## config.mk

```make
export PLATFORM = sky130hd
export DESIGN_NAME = serial_dac_gpio_command_parser_top_flat
export DESIGN_NICKNAME = d
export VERILOG_FILES = /design/src/sdgcp_pkg.sv /design/src/sdgcp_ifs.sv /design/src/sdgcp_parser.sv /design/src/serial_dac_gpio_command_parser_top.sv /design/src/flat_wrapper.sv
export SDC_FILE = /design/constraint.sdc
export NUM_CORES = 1
export LEC_CHECK = 0
export ABC_AREA = 1
export BUFFER_PORTS_ARGS = -buffer_cell sky130_fd_sc_hd__buf_2
export CORE_MARGIN = 1
export CORE_UTILIZATION = 49
export DETAILED_ROUTE_END_ITERATION = 10
export PLACE_DENSITY_LB_ADDON = 0.08
export SKIP_CTS_REPAIR_TIMING = 1
export SLEW_MARGIN = 40
export SYNTH_ARGS = -nofsm -noshare
export SYNTH_HDL_FRONTEND = slang
export SYNTH_SLANG_ARGS = --single-unit
```

## constraint.sdc

```tcl
create_clock -name clk -period 12.11 [get_ports clk]
set_clock_uncertainty 0.1 [all_clocks]
set_input_delay 2.422 -clock clk [delete_from_list [all_inputs] [get_ports clk]]
set_output_delay 2.422 -clock clk [all_outputs]
set_load 0.02 [all_outputs]
```

## src/sdgcp_pkg.sv

```systemverilog
package sdgcp_pkg;

  localparam int PIN_COUNT_DEFAULT = 4;
  localparam int PIN_W             = 4;
  localparam int VER_W             = 7;
  localparam int DAC_BITS          = 12;
  localparam int DAC_W             = 16;
  localparam int DAC_SHIFT         = DAC_W - DAC_BITS;
  localparam int ID_LEN            = 7;
  localparam int MAX_ARGS          = 4;

  localparam logic [VER_W-1:0] FW_VERSION_RESET = VER_W'(2);

  // Command codes
  localparam logic [7:0] CMD_SET_PINS = 8'd1;
  localparam logic [7:0] CMD_GET_PINS = 8'd2;
  localparam logic [7:0] CMD_SET_DAC  = 8'd3;
  localparam logic [7:0] CMD_ID       = 8'd7;
  localparam logic [7:0] CMD_ID_ALT   = 8'd30;
  localparam logic [7:0] CMD_VERSION  = 8'd31;
  localparam logic [7:0] CMD_QUERY_40 = 8'd40;

  localparam logic [7:0] CH_ZERO    = 8'h30;
  localparam logic [7:0] CH_FOUR    = 8'h34;
  localparam logic [7:0] CH_NEWLINE = 8'h0a;

  localparam logic [7:0] ID_TEXT [ID_LEN] = '{
    8'h4d, 8'h4d, 8'h2d, 8'h41, 8'h72, 8'h64, 8'h0a
  };

  typedef enum logic [2:0] {
    PH_IDLE    = 3'd0,
    PH_PATTERN = 3'd1,
    PH_CHANNEL = 3'd2,
    PH_HIGH    = 3'd3,
    PH_LOW     = 3'd4
  } phase_t;

  // One burst of response bytes, produced by the parser for one received byte
  typedef struct packed {
    logic [2:0]                len;
    logic                      use_id;
    logic                      dac_write;
    logic [7:0]                dac_channel;
    logic [DAC_W-1:0]          dac_value;
    logic [PIN_W-1:0]          pins;
    logic [MAX_ARGS-1:0][7:0]  bytes;
  } burst_t;

endpackage

```

## src/sdgcp_ifs.sv

```systemverilog
interface sdgcp_rx_if;
  logic       valid;
  logic       ready;
  logic [7:0] rx_byte;

  modport source (output valid, output rx_byte, input ready);
  modport sink (input valid, input rx_byte, output ready);
endinterface

interface sdgcp_tx_if;
  logic        valid;
  logic        ready;
  logic        tx_valid;
  logic [7:0]  tx_byte;
  logic        dac_write;
  logic [7:0]  dac_channel;
  logic [15:0] dac_value;
  logic [3:0]  pin_pattern;
  logic        last;

  modport source (output valid, output tx_valid, output tx_byte, output dac_write,
                  output dac_channel, output dac_value, output pin_pattern,
                  output last, input ready);
  modport sink (input valid, input tx_valid, input tx_byte, input dac_write,
                input dac_channel, input dac_value, input pin_pattern,
                input last, output ready);
endinterface

```

## src/sdgcp_parser.sv

```systemverilog
module sdgcp_parser
  import sdgcp_pkg::*;
#(
  parameter int PIN_COUNT = PIN_COUNT_DEFAULT
) (
  input  logic             clk,
  input  logic             rst_n,
  input  logic             accept,
  input  logic [7:0]       rx_byte,
  input  logic [VER_W-1:0] fw_version,
  output burst_t           burst
);

  localparam logic [PIN_W-1:0] PinMask =
    (PIN_COUNT >= PIN_W) ? {PIN_W{1'b1}} : PIN_W'((1 << PIN_COUNT) - 1);

  phase_t     phase_r, phase_nxt;
  logic [7:0] pattern_r, pattern_nxt;
  logic [7:0] channel_r, channel_nxt;
  logic [7:0] high_r, high_nxt;

  // Decimal digits of the version (at most 127)
  logic [14:0] ver_prod;
  logic [3:0]  tens_all;
  logic [7:0]  tens_x10;
  logic [3:0]  ones;
  logic        has_hundreds;
  logic        has_tens;
  logic [3:0]  tens;

  assign ver_prod     = 15'(fw_version) * 15'd205;
  assign tens_all     = ver_prod[14:11];
  assign tens_x10     = 8'(tens_all) * 8'd10;
  assign ones         = 4'(8'(fw_version) - tens_x10);
  assign has_hundreds = (fw_version >= VER_W'(100));
  assign has_tens     = (fw_version >= VER_W'(10));
  assign tens         = has_hundreds ? (tens_all - 4'd10) : tens_all;

  // Next phase
  always_comb begin
    phase_nxt = PH_IDLE;
    case (phase_r)
      PH_PATTERN: phase_nxt = PH_IDLE;
      PH_CHANNEL: phase_nxt = PH_HIGH;
      PH_HIGH:    phase_nxt = PH_LOW;
      PH_LOW:     phase_nxt = PH_IDLE;
      default: begin
        case (rx_byte)
          CMD_SET_PINS: phase_nxt = PH_PATTERN;
          CMD_SET_DAC:  phase_nxt = PH_CHANNEL;
          default:      phase_nxt = PH_IDLE;
        endcase
      end
    endcase
  end

  // Held arguments and the response burst
  always_comb begin
    pattern_nxt = pattern_r;
    channel_nxt = channel_r;
    high_nxt    = high_r;
    burst       = '0;
    case (phase_r)
      PH_PATTERN: begin
        pattern_nxt    = rx_byte;
        burst.len      = 3'd1;
        burst.bytes[0] = CMD_SET_PINS;
      end
      PH_CHANNEL: channel_nxt = rx_byte;
      PH_HIGH:    high_nxt = rx_byte;
      PH_LOW: begin
        burst.len         = 3'd4;
        burst.dac_write   = 1'b1;
        burst.dac_channel = channel_r;
        burst.dac_value   = DAC_W'({high_r, rx_byte} << DAC_SHIFT);
        burst.bytes[0]    = CMD_SET_DAC;
        burst.bytes[1]    = channel_r;
        burst.bytes[2]    = high_r;
        burst.bytes[3]    = rx_byte;
      end
      default: begin
        case (rx_byte)
          CMD_GET_PINS: begin
            burst.len      = 3'd2;
            burst.bytes[0] = CMD_GET_PINS;
            burst.bytes[1] = pattern_r;
          end
          CMD_ID, CMD_ID_ALT: begin
            burst.len    = 3'(ID_LEN);
            burst.use_id = 1'b1;
          end
          CMD_VERSION: begin
            if (has_hundreds) begin
              burst.len      = 3'd4;
              burst.bytes[0] = CH_ZERO + 8'd1;
              burst.bytes[1] = CH_ZERO + 8'(tens);
              burst.bytes[2] = CH_ZERO + 8'(ones);
              burst.bytes[3] = CH_NEWLINE;
            end else if (has_tens) begin
              burst.len      = 3'd3;
              burst.bytes[0] = CH_ZERO + 8'(tens);
              burst.bytes[1] = CH_ZERO + 8'(ones);
              burst.bytes[2] = CH_NEWLINE;
            end else begin
              burst.len      = 3'd2;
              burst.bytes[0] = CH_ZERO + 8'(ones);
              burst.bytes[1] = CH_NEWLINE;
            end
          end
          CMD_QUERY_40: begin
            burst.len      = 3'd2;
            burst.bytes[0] = CH_FOUR;
            burst.bytes[1] = CH_ZERO;
          end
          default: burst.len = 3'd0;
        endcase
      end
    endcase
    burst.pins = pattern_nxt[PIN_W-1:0] & PinMask;
  end

  always_ff @(posedge clk) begin
    if (!rst_n) begin
      phase_r   <= PH_IDLE;
      pattern_r <= '0;
      channel_r <= '0;
      high_r    <= '0;
    end else if (accept) begin
      phase_r   <= phase_nxt;
      pattern_r <= pattern_nxt;
      channel_r <= channel_nxt;
      high_r    <= high_nxt;
    end
  end

endmodule

```

## src/serial_dac_gpio_command_parser_top.sv

```systemverilog
// Serial command parser with a digital pin port and a DAC write port. Feed it
// received serial bytes on in_chan, one transfer per byte; each byte yields
// zero to seven response transfers on out_chan, the final one marked by last.
// Command 1 (pattern byte follows) sets the pins and echoes 1; command 2
// echoes 2 and the stored pattern; command 3 (channel, high, low bytes follow)
// issues one DAC write of the 12-bit value shifted up by four, carried on the
// first of four echo transfers; commands 7 and 30 return the identification
// text; command 31 returns cfg_wdata's stored version in decimal and a newline;
// command 40 returns "40"; other bytes are dropped. Rate: a byte is taken when
// the burst stage is free, and a byte with several responses holds the input
// until its last is loaded, as the response sequencer sends one transfer a
// cycle to the output register unless stalled, so bytes causing at most
// one response stream at one per cycle. Write cfg only while the block is idle.
module serial_dac_gpio_command_parser_top
  import sdgcp_pkg::*;
#(
  parameter int PIN_COUNT = PIN_COUNT_DEFAULT
) (
  input  logic              clk,
  input  logic              rst_n,
  sdgcp_rx_if.sink          in_chan,
  sdgcp_tx_if.source        out_chan,
  input  logic              cfg_we,
  input  logic [VER_W-1:0]  cfg_wdata
);

  logic [VER_W-1:0] version_r;

  // Burst stage: the responses still owed for the last accepted byte
  burst_t     burst_nxt;
  burst_t     burst_r;
  logic       busy_r;
  logic [2:0] idx_r;

  // Output register
  logic        out_valid_r;
  logic [7:0]  out_byte_r;
  logic        out_dac_r;
  logic [7:0]  out_chan_r;
  logic [15:0] out_value_r;
  logic [3:0]  out_pins_r;
  logic        out_last_r;

  logic       in_accept;
  logic       load;
  logic       final_load;
  logic [7:0] sel_byte;

  // Version register: to be written only while idle; the block does not enforce this
  always_ff @(posedge clk) begin
    if (!rst_n) begin
      version_r <= FW_VERSION_RESET;
    end else if (cfg_we) begin
      version_r <= cfg_wdata;
    end
  end

  sdgcp_parser #(
    .PIN_COUNT (PIN_COUNT)
  ) u_parser (
    .clk        (clk),
    .rst_n      (rst_n),
    .accept     (in_accept),
    .rx_byte    (in_chan.rx_byte),
    .fw_version (version_r),
    .burst      (burst_nxt)
  );

  // Move one owed response into the output register whenever it is empty or drains
  assign load       = busy_r && (!out_valid_r || out_chan.ready);
  assign final_load = load && (idx_r == (burst_r.len - 3'd1));

  // Take a new byte when idle or while the previous burst hands over its final response
  assign in_chan.ready = !busy_r || final_load;
  assign in_accept     = in_chan.valid && in_chan.ready;

  assign sel_byte = burst_r.use_id ? ID_TEXT[idx_r] : burst_r.bytes[idx_r[1:0]];

  always_ff @(posedge clk) begin
    if (!rst_n) begin
      busy_r <= 1'b0;
      idx_r  <= '0;
    end else begin
      if (in_accept) begin
        // A byte with no response leaves the stage free
        busy_r <= (burst_nxt.len != 3'd0);
        idx_r  <= '0;
      end else if (final_load) begin
        busy_r <= 1'b0;
        idx_r  <= '0;
      end else if (load) begin
        idx_r <= idx_r + 3'd1;
      end
    end
  end

  // Burst payload: hold until the next accepted byte
  always_ff @(posedge clk) begin
    if (in_accept) begin
      burst_r <= burst_nxt;
    end
  end

  always_ff @(posedge clk) begin
    if (!rst_n) begin
      out_valid_r <= 1'b0;
    end else if (load) begin
      out_valid_r <= 1'b1;
    end else if (out_chan.ready) begin
      out_valid_r <= 1'b0;
    end
  end

  always_ff @(posedge clk) begin
    if (load) begin
      out_byte_r  <= sel_byte;
      // The DAC write rides on the first response of its burst only
      out_dac_r   <= burst_r.dac_write && (idx_r == 3'd0);
      out_chan_r  <= (idx_r == 3'd0) ? burst_r.dac_channel : 8'd0;
      out_value_r <= (idx_r == 3'd0) ? burst_r.dac_value : 16'd0;
      out_pins_r  <= burst_r.pins;
      out_last_r  <= (idx_r == (burst_r.len - 3'd1));
    end
  end

  assign out_chan.valid       = out_valid_r;
  assign out_chan.tx_valid    = 1'b1;
  assign out_chan.tx_byte     = out_byte_r;
  assign out_chan.dac_write   = out_dac_r;
  assign out_chan.dac_channel = out_chan_r;
  assign out_chan.dac_value   = out_value_r;
  assign out_chan.pin_pattern = out_pins_r;
  assign out_chan.last        = out_last_r;

endmodule
```

## src/flat_wrapper.sv

```systemverilog
// flat-port wrapper written by rule: the top's interface ports become plain ports
module serial_dac_gpio_command_parser_top_flat import sdgcp_pkg::*;
#(
  parameter int PIN_COUNT = PIN_COUNT_DEFAULT
)
  (clk, rst_n, cfg_we, cfg_wdata, in_chan_valid, in_chan_rx_byte, in_chan_ready, out_chan_valid, out_chan_tx_valid, out_chan_tx_byte, out_chan_dac_write, out_chan_dac_channel, out_chan_dac_value, out_chan_pin_pattern, out_chan_last, out_chan_ready);
  sdgcp_rx_if in_chan_i ();
  sdgcp_tx_if out_chan_i ();
  input  logic clk;
  input  logic rst_n;
  input  logic cfg_we;
  input  logic [VER_W-1:0] cfg_wdata;
  input wire logic [$bits(in_chan_i.valid)-1:0] in_chan_valid;
  input wire logic [$bits(in_chan_i.rx_byte)-1:0] in_chan_rx_byte;
  output wire logic [$bits(in_chan_i.ready)-1:0] in_chan_ready;
  output wire logic [$bits(out_chan_i.valid)-1:0] out_chan_valid;
  output wire logic [$bits(out_chan_i.tx_valid)-1:0] out_chan_tx_valid;
  output wire logic [$bits(out_chan_i.tx_byte)-1:0] out_chan_tx_byte;
  output wire logic [$bits(out_chan_i.dac_write)-1:0] out_chan_dac_write;
  output wire logic [$bits(out_chan_i.dac_channel)-1:0] out_chan_dac_channel;
  output wire logic [$bits(out_chan_i.dac_value)-1:0] out_chan_dac_value;
  output wire logic [$bits(out_chan_i.pin_pattern)-1:0] out_chan_pin_pattern;
  output wire logic [$bits(out_chan_i.last)-1:0] out_chan_last;
  input wire logic [$bits(out_chan_i.ready)-1:0] out_chan_ready;
  assign in_chan_i.valid = in_chan_valid;
  assign in_chan_i.rx_byte = in_chan_rx_byte;
  assign in_chan_ready = in_chan_i.ready;
  assign out_chan_valid = out_chan_i.valid;
  assign out_chan_tx_valid = out_chan_i.tx_valid;
  assign out_chan_tx_byte = out_chan_i.tx_byte;
  assign out_chan_dac_write = out_chan_i.dac_write;
  assign out_chan_dac_channel = out_chan_i.dac_channel;
  assign out_chan_dac_value = out_chan_i.dac_value;
  assign out_chan_pin_pattern = out_chan_i.pin_pattern;
  assign out_chan_last = out_chan_i.last;
  assign out_chan_i.ready = out_chan_ready;
  serial_dac_gpio_command_parser_top #(.PIN_COUNT(PIN_COUNT)) u_core (.clk(clk), .rst_n(rst_n), .in_chan(in_chan_i), .out_chan(out_chan_i), .cfg_we(cfg_we), .cfg_wdata(cfg_wdata));
endmodule
```

## Yosys cells after proc, flatten, opt, wreduce, memory -nomap -nowiden

Memories as Yosys holds them, arrays and structs flattened.
Cells that the tools add are included.

| storage, ports and cells | value |
|---|---|
| flip-flop bits (word level) | 142 |
| bits in read-only memories | 64 |
| bits of input ports | 20 |
| output and inout port bits | 41 |
| word-level logic and storage cells | 102 |
| memories | 1 |

| cells by class | value |
|---|---|
| add/sub/neg operators | 6 |
| $mul | 2 |
| magnitude comparators | 4 |
| equal/unequal tests | 12 |
| muxes and demuxes | 27 |
| bitwise logic cells | 2 |
| reductions and logical operators | 22 |

Memories:

| memory | depth | bits a word | rd ports | clocked after Yosys merged registers in | wr ports | RTL line | source |
|---|---|---|---|---|---|---|---|
| (name not given) | 8 | 8 | 1 | 0 | 0 | serial_dac_gpio_command_parser_top.sv:77 | `assign sel_byte = burst_r.use_id ? ID_TEXT[idx_r] : burst_r.bytes[idx_r[1:0]];` |

Operator list:

| operator | number |
|---|---|
| $pmux W16 S3 | 1 |
| $pmux W24 S2 | 1 |
| $mux W8 | 4 |
| $pmux W3 S3 | 3 |
| $mux W25 | 1 |
| $pmux W8 S3 | 1 |
| $mux W23 | 1 |
| $bmux W8 S2 | 1 |
| $eq A8 B2 Y1 const B | 2 |
| $eq A8 B5 Y1 const B | 2 |
| $mux W4 | 4 |
| $mul A7 B8 Y15 const B | 1 |
| $mux W15 | 1 |
| $add A6 B4 Y7 const A | 2 |
| $mux W12 | 1 |
| $eq A8 B1 Y1 const B | 1 |
| $eq A8 B3 Y1 const B | 1 |
| $eq A8 B6 Y1 const B | 1 |
| $reduce_or A2 Y1 | 4 |
| $ge A7 B4 Y1 const B | 1 |
| $ge A7 B7 Y1 const B | 1 |
| $eq A3 B2 Y1 const B | 2 |
| $mux W1 | 6 |
| $reduce_and A2 Y1 | 3 |
| 22 further kinds | 29 |

## Depth between registers and ports, before layout

| depth | value |
|---|---|
| depth in word-level cells | 8 |
| depth in mapped cells | 29 |
| depth with buffers taken out | 29 |

## Hierarchy

Synthesis repeated with hierarchy kept, for this count alone.

| second synthesis, totals | value |
|---|---|
| cells, all modules | 772 |
| area total of the unflattened synthesis | 7,330.8 µm² |

Modules (own cells, without submodules):

| module | times used | cells an instance | area an instance (µm²) | sequential area each (µm²) |
|---|---|---|---|---|
| serial_dac_gpio_command_parser_top | 1 | 319 | 4,304.1 | 3,333.2 |
| sdgcp_parser | 1 | 453 | 3,026.7 | 540.5 |

## Least setup slack after synthesis

No wires, ideal clock.

| timing path | value |
|---|---|
| path kind | input port to output port |
| start | input out_chan_ready |
| end | output in_chan_ready |
| arrival time | 3.485 ns |
| data required time | 9.588 ns |
| slack | 6.103 ns |
| stages on the path | 6 |
| buffers on the path | 0 |
| cells stage by stage | inv_1 nand2_1 nand2_1 inv_2 nand4_2 nand2_1 |

| on the way | value |
|---|---|
| cells in the longest elaborated chain, start to end | 4 |

Ends and longest elaborated chain:

| item | RTL line | source |
|---|---|---|
| start: declaration | flat_wrapper.sv:24 | `input wire logic [$bits(out_chan_i.ready)-1:0] out_chan_ready;` |
| $logic_or A1 B1 Y1 | serial_dac_gpio_command_parser_top.sv:70 | `assign load = busy_r && (!out_valid_r \|\| out_chan.ready);` |
| $logic_and A1 B1 Y1 | serial_dac_gpio_command_parser_top.sv:70 |  |
| net u_core.load | serial_dac_gpio_command_parser_top.sv:45 | `logic load;` |
| $logic_and A1 B1 Y1 | serial_dac_gpio_command_parser_top.sv:71 | `assign final_load = load && (idx_r == (burst_r.len - 3'd1));` |
| $logic_or A1 B1 Y1 | serial_dac_gpio_command_parser_top.sv:74 | `assign in_chan.ready = !busy_r \|\| final_load;` |
| end: declaration | flat_wrapper.sv:15 | `output wire logic [$bits(in_chan_i.ready)-1:0] in_chan_ready;` |

The timed path passes the listed nets, and every way through them passes these cells.

## Worst setup path after layout

Ends and elaborated chain as after synthesis.

==> reports/summary.log <==
qor: floorplanning.start_util 0.509
qor: grt.grt_usage 0.223
qor: worst_setup_path.startpoint_type input port
qor: min_path.hold-path-endpoint u_core.out_chan.pin_pattern[2]$_DFFE_PP_
qor: sta.setup_slack 5.60 ns
qor: routing.ant_nets 0
qor: routing.postRouteWirelength 14800 um
qor: run.max_cap_violations 0
qor: floorplanning.row_count 42
qor: logic_synthesis.netlist_top_cells_area sky130_fd_sc_hd__edfxtp_1, sky130_fd_sc_hd__dfxtp_1, sky130_fd_sc_hd__ha_1
qor: power.power.total 1.22 mW
qor: power.total_leakage_power 3.44 nW
qor: worst_setup_path.timing.rr.end u_core.burst_r[10]$_DFFE_PP_
qor: logic_synthesis.syn_avg_cell_area 9.52 um^2
qor: grt.gr-total-overflow 0
qor: logic_synthesis.synth_top_cells_by_count sky130_fd_sc_hd__inv_1, sky130_fd_sc_hd__edfxtp_1, sky130_fd_sc_hd__nand2_1
qor: finish.diodes 0
qor: floorplanning.io_pins 61
qor: worst_setup_path.worstSetupEndpointType primary output
qor: worst_setup_path.worst_r2r_path_depth 21
qor: grt.first_pass_grt_wire_length 24400 um
qor: routing.drc 0
qor: logic_synthesis.synthCells 717
qor: grt.grt_start_max_net_pins 46
qor: sta.layout_min_cycle_time 6.51 ns
qor: routing.via_count 5003
qor: clocking.total_clock_buffers_created_by_cts 17
qor: clocking.clkSinkCount 131
qor: clocking.cts.clk_slew.worst_paths 0.06 ns
qor: clocking.clockRootBuffer sky130_fd_sc_hd__clkbuf_16
qor: finish.post_route_cells_drive_above_1_share 0.141
qor: floorplanning.core-area 0.0134 mm^2
qor: routing.drt_iter0_markers 258
qor: finish.layout_overhead_on_the_synthesized_area 15.2%
qor: finish.finalInstanceArea 0.00786 mm^2
qor: clocking.cts.htree.levels 4
qor: floorplanning.floorplan.die_area 0.0144 mm^2
qor: sta.final-max-slew-violation-count 0
qor: worst_setup_path.reg2reg_slack 6.82 ns
qor: logic_synthesis.synth.most_common_cell sky130_fd_sc_hd__inv_1
qor: min_path.hold_class reg2reg
qor: run_status.outcome completed
qor: logic_synthesis.synth_top_area_frac 0.405
qor: routing.drt-vias-per-instance 5.21
qor: placed_design.worst_setup_slack_before_clock_tree_synthesis 5.63 ns
qor: grt.grt_antenna_before_repair 0
qor: placed_design.global_placer_s_final_weighted_congestion 0.936
qor: placed_design.place_hpwl 10700 um
qor: sta.max_freq 154 MHz
qor: finish.finalNetCount 852
qor: clocking.cts_tree done
qor: logic_synthesis.synth_sequential_area_ratio 0.519
qor: logic_synthesis.synthesis.area 0.00682 mm^2
qor: placed_design.portbufs 55
qor: worst_setup_path.timing.critical_path.required 9.59 ns
qor: logic_synthesis.synthFlopType sky130_fd_sc_hd__edfxtp_1
qor: logic_synthesis.synth_top_cell_by_area sky130_fd_sc_hd__edfxtp_1
qor: floorplanning.floorplan.die.width 120 um
qor: logic_synthesis.yosys_warnings 0
qor: sta.max-slew-margin-rel 0.500
qor: logic_synthesis.synth.ff_latch_count 131
qor: logic_synthesis.edff_count_synth 92
qor: grt.first_global_vias 4908
qor: worst_setup_path.critPathMaxFanout 38
qor: floorplanning.die-height 120 um
qor: clocking.ctsLongestPathBuffers 2
qor: worst_setup_path.critical_path_class in2out
qor: routing.first_pass_iters 5
qor: worst_setup_path.critical_path.reg2reg.startpoint u_core.version_r[4]$_SDFFE_PN0P_
qor: routing.wl_per_cell 15.4 um
qor: min_path.worstHoldPathCells 0
qor: power.power.density 156 mW/mm^2
qor: power.vdd.ir_drop.worst 0.0000911 V
qor: sta.hold_viol_final 0
qor: sta.post-route-period-util 0.537
qor: min_path.hold_start u_core.burst_r[34]$_DFFE_PP_
qor: sta.finalSetupViolCount 0
qor: sta.max_slew.worst_pin.slew 0.748 ns
qor: worst_setup_path.cp.arrival 3.98 ns
qor: logic_synthesis.synth_cell_types 48
qor: sta.hold_ws 0.327 ns
qor: finish.layout.filler_cells 1176
qor: clocking.clk-insertion-delay-late 0.42 ns
qor: placed_design.place_area 0.00723 mm^2
qor: sta.grt_setup_unrepaired false
qor: sta.fin_tns_setup 0 ns
qor: logic_synthesis.synthArstFlopShare 0
-- placed cells by master, fill, tap and decap left out, drive strengths merged, types with 2 or more instances in the layout --
cell type	instances
a211oi	2
a21boi	2
a21o	2
a21oi	50
a22oi	3
a31oi	3
and3	2
buf	57
bufinv	2
clkbuf	22
clkinv	7
conb	5
dfxtp	39
edfxtp	92
fa	9
ha	51
inv	120
nand2	95
nand3	24
nand4	6
nor2	94
nor3	4
nor4	2
o211ai	3
o21ai	63
o22ai	8
or2	2
xnor2	4
xor2	6
-- report_power, final --
part	switching [mW]	internal, mW	total [mW]
registers	0.0105	0.501	0.511
clock network	0.195	0.340	0.535
logic	0.117	0.0607	0.178
total	0.322	0.902	1.22
-- layer usage --
layer	vias to the layer above	share of wire	GRT usage
met5	-	0	0
met2	136	0.47	0.353
met3	31	0.040	0.0513
met1	2346	0.46	0.289
met4	0	0.026	0.103
li1	2490	-	-
-- layout make-up --
class,instances,area [um^2],area share
tap,176,220,0.0280
sequential,131,3540,0.451
clock inverter,10,119,0.0151
multi-input combinational,446,2720,0.346
clock buffer,22,507,0.0645
inverter,119,448,0.0570
timing repair buffer,57,303,0.0385
-- flip-flops by register name (all words and copies together), names as in the netlist, 7 cells and up --
name	cells
u_core.burst_r	58
u_core.out_chan.dac_value	12
u_core.out_chan.dac_channel	8
u_core.out_chan.tx_byte	8
u_core.u_parser.channel_r	8
u_core.u_parser.high_r	8
u_core.u_parser.pattern_r	8
u_core.version_r	7
-- worst max path at each step --
stage                    from       endpoint  slack, ns  cells past startpoint
2_1_floorplan  out_chan_ready  in_chan_ready       6.10                      6
3_3_place_gp   out_chan_ready  in_chan_ready       5.77                      8
3_5_place_dp   out_chan_ready  in_chan_ready       5.63                      8
4_1_cts        out_chan_ready  in_chan_ready       5.63                      8
5_1_grt        out_chan_ready  in_chan_ready       5.43                      8
6_report       out_chan_ready  in_chan_ready       5.60                      8
-- per-stage QoR --
stage | utilization | instances
floorplan | - | 720
global placement | 0.538 | 928
detailed placement | 0.540 | 929
CTS | 0.587 | 961
global route | 0.587 | 961
finish | 0.587 | 961
-- worst max-delay path, stage by stage --
cell	delay (ns)
sky130_fd_sc_hd__buf_2	0.10
sky130_fd_sc_hd__inv_1	0.04
sky130_fd_sc_hd__nand2_1	0.06
sky130_fd_sc_hd__nand2_1	0.14
sky130_fd_sc_hd__clkinv_2	0.54
sky130_fd_sc_hd__nand4_2	0.40
sky130_fd_sc_hd__nand2_1	0.11
sky130_fd_sc_hd__buf_2	0.17
-- logic make-up after synthesis --
family / Yosys count / synth area share
buffers and inverters: 143 / 0.0845
other: 2 / 0.00110
AOI/OAI and AO/OA: 142 / 0.115
adders and majority gates: 60 / 0.120
xor gates and xnor gates: 10 / 0.0128
DFF: 131 / 0.519
and+or+nand+nor: 229 / 0.147
No activity file was read; power rests on OpenSTA's default activity.
